--- src/hw/rtl/bitmap_block_allocator_unit_macros.svh ---
// assertion helpers for the bitmap allocator
// both sample on the rising edge of clk and stay quiet while rst_n is low
`ifndef BITMAP_BLOCK_ALLOCATOR_UNIT_MACROS_SVH
`define BITMAP_BLOCK_ALLOCATOR_UNIT_MACROS_SVH

// same-cycle implication
`define BBA_ASSERT_IMP(label, ante, cons, msg) \
  label: assert property (@(posedge clk) disable iff (!rst_n) (ante) |-> (cons)) \
    else $error(msg);

// next-cycle implication
`define BBA_ASSERT_NXT(label, ante, cons, msg) \
  label: assert property (@(posedge clk) disable iff (!rst_n) (ante) |=> (cons)) \
    else $error(msg);

`endif

--- src/hw/rtl/bba_pkg.sv ---
`default_nettype none

package bba_pkg;

  localparam int NUM_BLOCKS  = 256;
  localparam int TABLE_BYTES = 32;

  localparam int IDX_W      = (TABLE_BYTES > 1) ? $clog2(TABLE_BYTES) : 1;
  localparam int SCAN_BYTES = (TABLE_BYTES < (NUM_BLOCKS + 7) / 8) ?
                              TABLE_BYTES : (NUM_BLOCKS + 7) / 8;
  localparam int BLK_W      = 14;

  localparam logic [IDX_W-1:0] LAST_IDX   = IDX_W'(SCAN_BYTES - 1);
  localparam logic [BLK_W-1:0] BLK_LIMIT  = BLK_W'(NUM_BLOCKS);
  localparam logic [BLK_W-1:0] BYTE_LIMIT = BLK_W'(TABLE_BYTES);
  localparam logic [8:0]       FULL_ID    = 9'(NUM_BLOCKS);

  typedef enum logic [1:0] {
    REQ_ALLOC = 2'd0,
    REQ_FREE  = 2'd1,
    REQ_QUERY = 2'd2,
    REQ_LOAD  = 2'd3
  } req_type_t;

  typedef struct packed {
    req_type_t   req_type;
    logic [7:0]  block_id;
    logic [7:0]  load_byte;
    logic        batch_end;
  } in_item_t;

  typedef struct packed {
    logic [8:0]  result_id;
    logic        is_used;
    logic        write_valid;
    logic [11:0] write_addr;
    logic [7:0]  write_byte;
    logic        batch_done;
  } out_item_t;

  typedef struct packed {
    logic        found;
    logic [2:0]  pos;
    logic [7:0]  set_byte;
    logic [7:0]  clr_byte;
    logic        bit_val;
  } bit_res_t;

endpackage

`default_nettype wire

--- src/hw/rtl/bitmap_block_allocator_unit.sv ---
// Bitmap first-fit block allocator, one bit per storage block (1 = used).
// Input channel in_valid/in_ready/in_data carries one request beat: allocate,
// free, query or load of one bitmap byte. Output channel out_valid/out_ready/
// out_data returns exactly one result beat per request, in order; allocate and
// free also carry the external write (address and updated bitmap byte) when the
// block is in range or one is found. cfg_wr_en/cfg_wr_data set table_base, the external address of bitmap byte 0.
// One request is in flight at a time. A load goes from accept straight to the
// result state; free and query pass through the evaluate state first. The
// allocate scan stays in evaluate and reads one bitmap byte per cycle from the
// bitmap RAM until it finds a free block or has checked the last byte, which
// reports the bitmap full. The next request is taken once the result has left
// the result state. in_ready is high whenever the sequencer is idle,
// also while a finished result waits in the output register.
// Reset clears table_base and marks every block free at once; no sweep.
// When the receiver stalls, the result holds in the output register and the
// sequencer waits with the next result until the register frees up.
`default_nettype none

module bitmap_block_allocator_unit (
  input  logic               clk,
  input  logic               rst_n,
  input  logic               in_valid,
  output logic               in_ready,
  input  bba_pkg::in_item_t  in_data,
  output logic               out_valid,
  input  logic               out_ready,
  output bba_pkg::out_item_t out_data,
  input  logic               cfg_wr_en,
  input  logic        [11:0] cfg_wr_data
);
  import bba_pkg::*;

  logic [11:0] table_base_r;
  logic        out_valid_r;
  out_item_t   out_data_r;
  logic        res_valid;
  out_item_t   res_data;
  logic        slot_free;

  assign slot_free = !out_valid_r || out_ready;
  assign out_valid = out_valid_r;
  assign out_data  = out_data_r;

  bba_ctrl u_ctrl (
    .clk        (clk),
    .rst_n      (rst_n),
    .in_valid   (in_valid),
    .in_ready   (in_ready),
    .in_data    (in_data),
    .table_base (table_base_r),
    .res_valid  (res_valid),
    .res_data   (res_data),
    .slot_free  (slot_free)
  );

  always_ff @(posedge clk) begin
    if (!rst_n) begin
      table_base_r <= '0;
      out_valid_r  <= 1'b0;
    end else begin
      if (cfg_wr_en) begin
        table_base_r <= cfg_wr_data;
      end
      if (res_valid && slot_free) begin
        out_valid_r <= 1'b1;
      end else if (out_ready) begin
        out_valid_r <= 1'b0;
      end
    end
    if (res_valid && slot_free) begin
      out_data_r <= res_data;
    end
  end

endmodule

`default_nettype wire

--- src/hw/rtl/bba_ram.sv ---
`default_nettype none

module bba_ram #(
  parameter int WIDTH = 8,
  parameter int DEPTH = 32,
  localparam int AW = (DEPTH > 1) ? $clog2(DEPTH) : 1
) (
  input  logic             clk,
  input  logic             wr_en,
  input  logic [AW-1:0]    wr_addr,
  input  logic [WIDTH-1:0] wr_data,
  input  logic [AW-1:0]    rd_addr,
  output logic [WIDTH-1:0] rd_data
);

  logic [WIDTH-1:0] mem [DEPTH];

  always_ff @(posedge clk) begin
    if (wr_en) begin
      mem[wr_addr] <= wr_data;
    end
    rd_data <= mem[rd_addr];
  end

endmodule

`default_nettype wire

--- src/hw/rtl/bba_bitop.sv ---
`default_nettype none

module bba_bitop (
  input  logic              [7:0] data_in,
  input  logic              [2:0] bit_sel,
  input  logic              [7:0] lane_mask,
  output bba_pkg::bit_res_t       res
);
  import bba_pkg::*;

  logic [7:0] free_bits;

  // lowest clear bit among the lanes that map to real blocks
  always_comb begin
    free_bits    = ~data_in & lane_mask;
    res.found    = |free_bits;
    res.pos      = 3'd0;
    for (int n = 7; n >= 0; n--) begin
      if (free_bits[n]) begin
        res.pos = 3'(n);
      end
    end
    res.set_byte = data_in | (8'h01 << res.pos);
    res.clr_byte = data_in & ~(8'h01 << bit_sel);
    res.bit_val  = data_in[bit_sel];
  end

endmodule

`default_nettype wire

--- src/hw/rtl/bba_ctrl.sv ---
`default_nettype none

`include "bitmap_block_allocator_unit_macros.svh"

module bba_ctrl (
  input  logic                clk,
  input  logic                rst_n,
  input  logic                in_valid,
  output logic                in_ready,
  input  bba_pkg::in_item_t   in_data,
  input  logic         [11:0] table_base,
  output logic                res_valid,
  output bba_pkg::out_item_t  res_data,
  input  logic                slot_free
);
  import bba_pkg::*;

  typedef enum logic [1:0] {
    S_IDLE,
    S_EVAL,
    S_FIN
  } state_t;

  state_t                 state_r, state_nxt;
  in_item_t               req_r, req_nxt;
  logic [IDX_W-1:0]       idx_r, idx_nxt;
  out_item_t              res_r, res_nxt;
  logic [TABLE_BYTES-1:0] vld_r, vld_nxt;

  logic                   ram_we;
  logic [IDX_W-1:0]       ram_waddr;
  logic [IDX_W-1:0]       ram_raddr;
  logic [7:0]             ram_wdata;
  logic [7:0]             ram_rdata;
  logic [7:0]             cur_byte;
  logic [7:0]             lane_mask;
  bit_res_t               bop;
  logic                   accept;
  logic                   id_ok;
  logic                   load_ok;

  assign in_ready  = (state_r == S_IDLE);
  assign accept    = in_valid && in_ready;
  assign res_valid = (state_r == S_FIN);
  assign res_data  = res_r;

  assign id_ok   = (BLK_W'(req_r.block_id) < BLK_LIMIT) &&
                   (BLK_W'(req_r.block_id >> 3) < BYTE_LIMIT);
  assign load_ok = (BLK_W'(in_data.block_id) < BYTE_LIMIT);

  // never-written bytes read as all free
  assign cur_byte = vld_r[idx_r] ? ram_rdata : 8'h00;

  always_comb begin
    for (int n = 0; n < 8; n++) begin
      lane_mask[n] = (BLK_W'({idx_r, 3'(n)}) < BLK_LIMIT);
    end
  end

  bba_ram #(
    .WIDTH (8),
    .DEPTH (TABLE_BYTES)
  ) u_ram (
    .clk     (clk),
    .wr_en   (ram_we),
    .wr_addr (ram_waddr),
    .wr_data (ram_wdata),
    .rd_addr (ram_raddr),
    .rd_data (ram_rdata)
  );

  bba_bitop u_bitop (
    .data_in   (cur_byte),
    .bit_sel   (req_r.block_id[2:0]),
    .lane_mask (lane_mask),
    .res       (bop)
  );

  always_comb begin
    state_nxt = state_r;
    req_nxt   = req_r;
    idx_nxt   = idx_r;
    res_nxt   = res_r;
    vld_nxt   = vld_r;
    ram_we    = 1'b0;
    ram_waddr = idx_r;
    ram_wdata = bop.set_byte;
    ram_raddr = idx_r + 1'b1;

    unique case (state_r)
      S_IDLE: begin
        ram_raddr = (in_data.req_type == REQ_ALLOC) ? '0 : IDX_W'(in_data.block_id >> 3);
        if (accept) begin
          req_nxt = in_data;
          idx_nxt = ram_raddr;
          if (in_data.req_type == REQ_LOAD) begin
            res_nxt            = '0;
            res_nxt.result_id  = {1'b0, in_data.block_id};
            res_nxt.batch_done = in_data.batch_end;
            if (load_ok) begin
              ram_we             = 1'b1;
              ram_waddr          = IDX_W'(in_data.block_id);
              ram_wdata          = in_data.load_byte;
              vld_nxt[ram_waddr] = 1'b1;
            end
            state_nxt = S_FIN;
          end else begin
            state_nxt = S_EVAL;
          end
        end
      end

      S_EVAL: begin
        res_nxt            = '0;
        res_nxt.result_id  = {1'b0, req_r.block_id};
        res_nxt.batch_done = req_r.batch_end;
        state_nxt          = S_FIN;
        case (req_r.req_type)
          REQ_ALLOC: begin
            if (bop.found) begin
              ram_we              = 1'b1;
              ram_wdata           = bop.set_byte;
              vld_nxt[idx_r]      = 1'b1;
              res_nxt.result_id   = 9'({idx_r, bop.pos});
              res_nxt.write_valid = 1'b1;
              res_nxt.write_addr  = table_base + 12'(idx_r);
              res_nxt.write_byte  = bop.set_byte;
            end else if (idx_r != LAST_IDX) begin
              // next byte was read this cycle, keep scanning
              idx_nxt   = idx_r + 1'b1;
              state_nxt = S_EVAL;
            end else begin
              res_nxt.result_id = FULL_ID;
            end
          end
          REQ_FREE: begin
            if (id_ok) begin
              ram_we              = 1'b1;
              ram_wdata           = bop.clr_byte;
              vld_nxt[idx_r]      = 1'b1;
              res_nxt.write_valid = 1'b1;
              res_nxt.write_addr  = table_base + 12'(idx_r);
              res_nxt.write_byte  = bop.clr_byte;
            end
          end
          REQ_QUERY: begin
            res_nxt.is_used = id_ok && bop.bit_val;
          end
          default: begin
          end
        endcase
      end

      S_FIN: begin
        if (slot_free) begin
          state_nxt = S_IDLE;
        end
      end

      default: begin
        state_nxt = S_IDLE;
      end
    endcase
  end

  always_ff @(posedge clk) begin
    if (!rst_n) begin
      state_r <= S_IDLE;
      vld_r   <= '0;
    end else begin
      state_r <= state_nxt;
      vld_r   <= vld_nxt;
    end
    req_r <= req_nxt;
    idx_r <= idx_nxt;
    res_r <= res_nxt;
  end

  `BBA_ASSERT_NXT(a_accept_leaves_idle, accept, state_r != S_IDLE, "accepted beat left idle")
  `BBA_ASSERT_IMP(a_no_write_in_fin, state_r == S_FIN, !ram_we, "bitmap write while holding result")
  `BBA_ASSERT_NXT(a_single_eval,
                  state_r == S_EVAL && req_r.req_type != REQ_ALLOC,
                  state_r == S_FIN, "free or query stayed in evaluate")
  `BBA_ASSERT_IMP(a_alloc_byte_used,
                  res_valid && res_r.write_valid && req_r.req_type == REQ_ALLOC,
                  res_r.write_byte != 8'h00, "allocate persisted an empty byte")

endmodule

`default_nettype wire

--- config.mk ---
export PLATFORM = sky130hd
export DESIGN_NAME = bitmap_block_allocator_unit
export DESIGN_NICKNAME = d
export VERILOG_FILES = /design/src/hw/rtl/bba_pkg.sv /design/src/hw/rtl/bitmap_block_allocator_unit.sv /design/src/hw/rtl/bba_ram.sv /design/src/hw/rtl/bba_bitop.sv /design/src/hw/rtl/bba_ctrl.sv
export VERILOG_INCLUDE_DIRS = /design/src /design/src/hw/rtl
export SDC_FILE = /design/constraint.sdc
export NUM_CORES = 1
export LEC_CHECK = 0
export BUFFER_PORTS_ARGS = -buffer_cell sky130_fd_sc_hd__buf_2
export CAP_MARGIN = 20
export CORE_MARGIN = 2
export CORE_UTILIZATION = 32
export CTS_CLUSTER_SIZE = 40
export DETAILED_ROUTE_END_ITERATION = 6
export GPL_TIMING_DRIVEN = 0
export SLEW_MARGIN = 20
export SYNTH_ARGS = -nofsm -noshare
export SYNTH_HDL_FRONTEND = slang
export SYNTH_SLANG_ARGS = --single-unit
--- constraint.sdc ---
create_clock -name clk -period 3.6 [get_ports clk]
set_clock_uncertainty 0.1 [all_clocks]
set_input_delay 0.72 -clock clk [delete_from_list [all_inputs] [get_ports clk]]
set_output_delay 0.72 -clock clk [all_outputs]
set_load 0.005 [all_outputs]
# Word level (Yosys, flattened, before mapping)

Memories as Yosys holds them, arrays and structs flattened. A register that Yosys moved wholly into a read port is not among the register bits.
Index checks and enable logic that the tools add are counted.

Register bits: 127
Bits in writable memories: 256
Input port bits: 36
Output and inout bits: 34
Logic and storage cells: 141
Memories kept: 1

$add $sub $neg: 2
Magnitude comparators: 7
Eq/ne operators: 16
Shift-type cells: 2
Mux-type cells: 69
Bitwise operators: 6
Reductions and logical operators: 18

Memory list:

| name             | depth | bits a word | rd ports | clocked after Yosys merged registers in | write ports | RTL line      | text |
|---|---|---|---|---|---|---|---|
| u_ctrl.u_ram.mem | 32    | 8           | 1        | 1                                       | 1           | bba_ram.sv:16 | `logic [WIDTH-1:0] mem [DEPTH];` |

Operators with widths:

| kind                                                  | count |
|---|---|
| 2-to-1 mux 32 bit                                     | 7 |
| case mux 32 bit (2 select lines)                      | 3 |
| OR 32 bit                                             | 2 |
| 2-to-1 mux 5 bit                                      | 10 |
| 2-to-1 mux 8 bit                                      | 6 |
| 2-to-1 mux 21 bit                                     | 2 |
| case mux 21 bit (2 select lines)                      | 1 |
| 2-to-1 mux 9 bit                                      | 3 |
| 2-to-1 mux 3 bit                                      | 8 |
| < comparator 5 x 6 -> 1 bit, second input constant    | 3 |
| NOT 8 bit                                             | 2 |
| case mux 8 bit (2 select lines)                       | 1 |
| << shifter 1 x 3 -> 8 bit, first input constant       | 2 |
| 2-to-1 mux 1 bit                                      | 14 |
| adder 12 x 5 -> 12 bit                                | 1 |
| 2-to-1 mux 2 bit                                      | 6 |
| demux 1 bit (select 5 bit)                            | 2 |
| >= comparator 5 x 1 -> 1 bit, second input constant   | 2 |
| inequality test 2 bit, second input constant          | 5 |
| case mux 5 bit (2 select lines)                       | 1 |
| inequality test 3 x 2 -> 1 bit, second input constant | 3 |
| AND 8 bit                                             | 1 |
| < comparator 8 x 6 -> 1 bit, second input constant    | 1 |
| OR 8 bit                                              | 1 |
| other kinds (20)                                      | 33 |

# Logic depth before layout (Yosys ltp)

Depth in word-level cells: 18
Mapped depth: 11
Gate-level depth less buffers: 9

# Hierarchy

A second synthesis with hierarchy kept.

Cells, all modules: 1022
Area total of the unflattened synthesis: 16494.6 um^2

By module, submodules not included:

| module                      | instances | cells each | area each (um^2) | seq. area each (um^2) |
|---|---|---|---|---|
| bba_ram                     | 1         | 417        | 10053.4          | 7847.5 |
| bba_ctrl                    | 1         | 472        | 4550.6           | 2122.0 |
| bitmap_block_allocator_unit | 1         | 75         | 1455.1           | 1221.2 |
| bba_bitop                   | 1         | 58         | 435.4            | 0.0 |

# Least setup slack after synthesis

Ideal clock, no wire load.

Kind: register to register
From: register u_ctrl.state_r[0]
To: memory u_ctrl.u_ram.mem[0][1], data pin
Library setup time: 454 ps
Arrival time: 3242 ps
Required time: 3046 ps
Path slack: -196 ps
Stages on the path, launching flop included: 10
Buffers on the path: 3
Period minus slack after synthesis: 3796 ps
Path through: dfxtp_1 or2_1 buf_2 inv_2 and2_1 and2_1 buf_2 buf_1 a21oi_1 o21ai_0

Word-level cells in the longest chain between the ends: 4
Elaborated cells on any way between the ends: 5
Those cells by class: 1 x eq/ne; 2 x mux; 2 x reduce/logical

Ends and longest elaborated chain:

| element                           | RTL line                       | text |
|---|---|---|
| start, declared                   | bba_ctrl.sv:24                 | `state_t state_r, state_nxt;` |
| start signal, assigned            | bba_ctrl.sv:171                | `state_r <= state_nxt;` |
| logical NOT 2 bit                 | bba_ctrl.sv:42, bba_ctrl.sv:90 |  |
| logical AND 1 bit                 | bba_ctrl.sv:43                 | `assign accept = in_valid && in_ready;` |
| 2-to-1 mux 8 bit                  | bba_ctrl.sv:93                 | `if (accept) begin` |
| case mux 8 bit (2 select lines) * | bba_ctrl.sv:90                 | `unique case (state_r)` |
| via u_ctrl.ram_wdata[1]           | bba_ctrl.sv:33                 | `logic [7:0] ram_wdata;` |
| end, declared                     | bba_ram.sv:16                  |  |

The timed path passes the listed nets; every way through them passes the cells marked *.

# Worst setup path in the final report

From: register u_ctrl.idx_r[0]
To: register u_ctrl.u_ram.rd_data[4], read port of u_ctrl.u_ram.mem

Word-level cells in the longest chain between the ends: 2

Ends and longest elaborated chain:

| element                | RTL line        | text |
|---|---|---|
| start, declared        | bba_ctrl.sv:26  | `logic [IDX_W-1:0] idx_r, idx_nxt;` |
| start signal, assigned | bba_ctrl.sv:175 | `idx_r <= idx_nxt;` |
| adder 5 x 1 -> 5 bit   | bba_ctrl.sv:88  | `ram_raddr = idx_r + 1'b1;` |
| 2-to-1 mux 5 bit       | bba_ctrl.sv:90  |  |
| end, declared          | bba_ram.sv:13   | `output logic [WIDTH-1:0] rd_data` |

Every way passes these cells.
A chain may end at the register's enable or synchronous reset.

==> metrics.txt <==
# TYPE chip_impl_metric gauge
chip_impl_metric{name="global_route.usage.total",unit="%"} 17.1
chip_impl_metric{name="vdd_drop_max",unit="mV"} 0.355
chip_impl_metric{name="clock_path_buffers",unit=""} 3
chip_impl_info{name="critPathLaunchType",value="flop"} 1
chip_impl_metric{name="synth_cells",unit=""} 1475
chip_impl_metric{name="initial_utilization",unit="%"} 32.3
chip_impl_metric{name="final-setup-viol-count",unit=""} 3
chip_impl_metric{name="relative_max_transition_margin",unit="%"} 42.7
chip_impl_metric{name="fraction_of_layout_instances_using_a_drive_strength_above_1",unit="%"} 18.0
chip_impl_metric{name="grt_pass1_vias",unit=""} 11800
chip_impl_info{name="ys.flop_type",value="edfxtp_1"} 1
chip_impl_metric{name="clock_sink_count",unit=""} 391
chip_impl_metric{name="power_leakage",unit="uW"} 0.00714
chip_impl_info{name="yosys.cell_count.top_type",value="nand2_1"} 1
chip_impl_metric{name="grt.overflow.total",unit=""} 0
chip_impl_metric{name="layout.nets",unit=""} 1670
chip_impl_metric{name="remaining_drc_errors",unit=""} 0
chip_impl_metric{name="chipHeight",unit="um"} 234
chip_impl_metric{name="cap_viol_max_count",unit=""} 0
chip_impl_metric{name="gp_routability_congestion",unit=""} 0.854
chip_impl_info{name="critical_path.slowest_cell",value="or4_1"} 1
chip_impl_metric{name="fin_crit_sh",unit="%"} 101
chip_impl_metric{name="cts.htree.levels",unit=""} 2
chip_impl_metric{name="placement.setup.worst_slack",unit="ns"} -0.545
chip_impl_metric{name="detailedRoute.firstIterationViolations",unit=""} 1153
chip_impl_info{name="worstSetupPathType",value="reg2reg"} 1
chip_impl_info{name="path_cells",value="buf_4 -> ha_1 -> clkbuf_1 -> and3_1 -> ha_1 -> nor2_1 -> a32oi_1 -> nor2_2 -> a21boi_0 -> or4_1 -> nor2_1"} 1
chip_impl_metric{name="cts_made_buffers",unit=""} 40
chip_impl_metric{name="finalWorstSetupSlack",unit="ns"} -0.0372
chip_impl_metric{name="grt_first_pass_wirelength",unit="mm"} 70.4
chip_impl_metric{name="vias",unit=""} 12100
chip_impl_metric{name="placed_cells",unit=""} 2242
chip_impl_metric{name="grt_max_degree",unit=""} 29
chip_impl_metric{name="dieWidth",unit="um"} 234
chip_impl_metric{name="post_layout_cell_count",unit=""} 2342
chip_impl_metric{name="worst-path-max-fanout",unit=""} 8
chip_impl_metric{name="worst-endpoint-arrival",unit="ns"} 4.01
chip_impl_info{name="ys_top_cells_by_area",value="edfxtp_1 (59%), nand2_1 (7.5%), dfxtp_1 (6.5%)"} 1
chip_impl_metric{name="tightestPinTransition",unit="ns"} 0.857
chip_impl_info{name="min-delay-path-class",value="in2reg"} 1
chip_impl_metric{name="synthArstFlopShare",unit="%"} 0
chip_impl_metric{name="placementRows",unit=""} 84
chip_impl_metric{name="period_minus_ws_final",unit="ns"} 3.64
chip_impl_metric{name="yosysTopAreaCellShare",unit="%"} 59.4
chip_impl_metric{name="drt.antenna.violating_nets",unit=""} 0
chip_impl_metric{name="worst_skew_pair.late_latency",unit="ns"} 0.59
chip_impl_info{name="run_status",value="complete, but fails checks"} 1
chip_impl_metric{name="flip_flop_and_latch_count_after_synthesis",unit=""} 391
chip_impl_metric{name="antenna_violations_before_repair",unit=""} 3
chip_impl_metric{name="avgViaCountPerCell",unit=""} 5.17
chip_impl_metric{name="critPathRequiredTime",unit="ns"} 3.98
chip_impl_metric{name="antenna-diode-count",unit=""} 0
chip_impl_metric{name="synth_area",unit="um^2"} 17000
chip_impl_info{name="cts.root.buffer_cell",value="clkbuf_16"} 1
chip_impl_metric{name="detailed_placer_s_ending_hpwl",unit="mm"} 33.1
chip_impl_metric{name="power_density",unit="nW/um^2"} 570
chip_impl_metric{name="totalWireLength",unit="mm"} 47.5
chip_impl_metric{name="worst_path_largest_cell_delay",unit="ns"} 0.61
chip_impl_info{name="endpoint_kind",value="flop"} 1
chip_impl_metric{name="synth_enable_flop_cells",unit=""} 336
chip_impl_metric{name="synthesis.nets",unit=""} 1522
chip_impl_metric{name="port_buffers",unit=""} 69
chip_impl_metric{name="nFillCells",unit=""} 4956
chip_impl_info{name="rsz0062_at_grt",value="true"} 1
chip_impl_metric{name="hold_viol",unit=""} 0
chip_impl_info{name="most_common_library_cells_after_synthesis",value="nand2_1 (340), edfxtp_1 (336), nand3_1 (143), nor2_1 (90), a21oi_1 (67)"} 1
chip_impl_info{name="yosysTopAreaCell",value="edfxtp_1"} 1
chip_impl_metric{name="synth_seq_area_share",unit="%"} 65.8
chip_impl_info{name="violations",value="setup timing"} 1
chip_impl_metric{name="ioPinCount",unit=""} 70
chip_impl_metric{name="synth_warnings",unit=""} 0
chip_impl_metric{name="fmaxAchievable",unit="GHz"} 0.275
chip_impl_metric{name="cts.reportedPaths.clkPinSlew",unit="ns"} 0.06
chip_impl_info{name="cts_tree",value="built"} 1
chip_impl_metric{name="drt_pass1_iterations",unit=""} 6
chip_impl_metric{name="synthesized_area_per_cell",unit="um^2"} 11.5
chip_impl_metric{name="syn_to_final_growth",unit="%"} 20.3
chip_impl_metric{name="final-max-slew-violation-count",unit=""} 0
chip_impl_metric{name="post_drt_wl_per_cell",unit="um"} 20.3
chip_impl_metric{name="synth_cell_types",unit=""} 68
chip_impl_metric{name="dieArea",unit="um^2"} 55000
chip_impl_metric{name="coreArea",unit="um^2"} 52600
## worst max-delay path: cells and delay by family (launching register included)
family | cells | cell delay [ns]
AO/OA/AOI/OAI | 2 | 0.57
adder cells (fa/ha/maj) | 2 | 0.55
buffers and inverters | 2 | 0.45
flip-flops | 1 | 0.46
AND/OR/NAND/NOR | 5 | 1.39
## per-layer routing
metal | part of all wire (%) | routed length (um) | global-route usage, % | vias to the layer above
met1 | 42 | 19800 | 22.1 | 5811
met3 | 7.3 | 3460 | 3.09 | 106
met2 | 47 | 22400 | 28.1 | 504
met5 | 0.046 | 22 | 0 | -
met4 | 3.8 | 1820 | 7.43 | 4
li1 | - | - | - | 5686
## layout make-up
class	instances	area, um^2	share of cell area, %
Inverter	9	38.8	0.190
Timing Repair Buffer	107	918	4.49
Tap cell	688	861	4.21
Clock buffer	46	1030	5.05
Sequential cell	391	11200	54.7
Multi-Input combinational cell	985	5700	27.9
Buffer	89	418	2.04
Clock inverter	27	284	1.39
## worst paths after layout
check / startpoint / end / slack (ns) / cells past startpoint
setup / recovery: u_ctrl.idx_r[0]$_DFFE_PP_ / u_ctrl.u_ram.rd_data[4]$_DFF_P_ / -0.04 / 11
hold / removal: in_data[0] / u_ctrl.req_r[0]$_DFFE_PP_ / 0.26 / 1
setup reg to reg: u_ctrl.idx_r[0]$_DFFE_PP_ / u_ctrl.u_ram.rd_data[4]$_DFF_P_ / -0.04 / 11
hold reg to reg: u_ctrl.res_data[28]$_DFFE_PP_ / out_data[28]$_DFFE_PP_ / 0.31 / 0
## logic make-up after synthesis
group / synth area share [%]
AO/OA/AOI/OAI: 10.0
XOR/XNOR: 0.361
adder cells (fa/ha/maj): 0.854
buffers and inverters: 2.66
flip-flops: 65.8
multiplexers: 2.19
AND/OR/NAND/NOR: 18.1
## state kept, by name, summed over array words and instances (netlist names)
| name | cells |
|---|---|
| u_ctrl.state_r | 2 |
| u_ctrl.req_r | 11 |
| out_data | 32 |
| u_ctrl.vld_r | 32 |
| out_valid | 1 |
| table_base_r | 12 |
| u_ctrl.res_data | 32 |
| u_ctrl.idx_r | 5 |
| u_ctrl.u_ram.rd_data | 8 |
| u_ctrl.u_ram.mem | 256 |
## stage by stage
| stage | area [um^2] | utilization [%] | setup TNS [ns] | hold slack (ns) | total power [uW] |
|---|---|---|---|---|---|
| floorplan | 17000 | - | 0 | 0.300 | 6590 |
| global placement | 18200 | 34.6 | -500.71 | 0.300 | 7330 |
| detailed placement | 18600 | 35.4 | -88.00 | 0.305 | 7520 |
| CTS | 20200 | 38.5 | 0 | 0.226 | 11600 |
| global route | 20400 | 38.9 | -3.11 | 0.233 | 12100 |
| finish | 20400 | 38.9 | -0.0886 | 0.258 | 11700 |
## what timing repair did
action	4_1_cts	5_1_grt
hold buffers	0	0
pin swaps	7	4
endpoints found under the setup margin	264	278
buffers inserted	15	13
resized for setup	52	22
## power breakdown
group	internal, uW	switching (uW)	leakage (uW)
Clock	2320	1810	0.000635
Combinational	694	1510	0.00292
Sequential	5250	85.2	0.00358
Total	8260	3400	0.00714
## cell usage in the layout (no fill, tap or decap), types with 12 or more instances in the layout
| master | instances |
|---|---|
| a21boi_0 | 32 |
| a21oi_1 | 64 |
| a22o_1 | 12 |
| a22oi_1 | 16 |
| a31oi_1 | 12 |
| buf_2 | 105 |
| buf_4 | 24 |
| clkbuf_1 | 41 |
| clkbuf_16 | 40 |
| dfxtp_1 | 55 |
| edfxtp_1 | 336 |
| mux2i_1 | 16 |
| nand2_1 | 340 |
| nand2b_1 | 13 |
| nand3_1 | 143 |
| nor2_1 | 53 |
| nor2_4 | 26 |
| nor2b_1 | 18 |
| nor3_1 | 17 |
| o21ai_0 | 22 |
| o21ai_1 | 21 |
| o22ai_1 | 13 |
| or4_1 | 16 |
(Power assumes the default switching activity.)
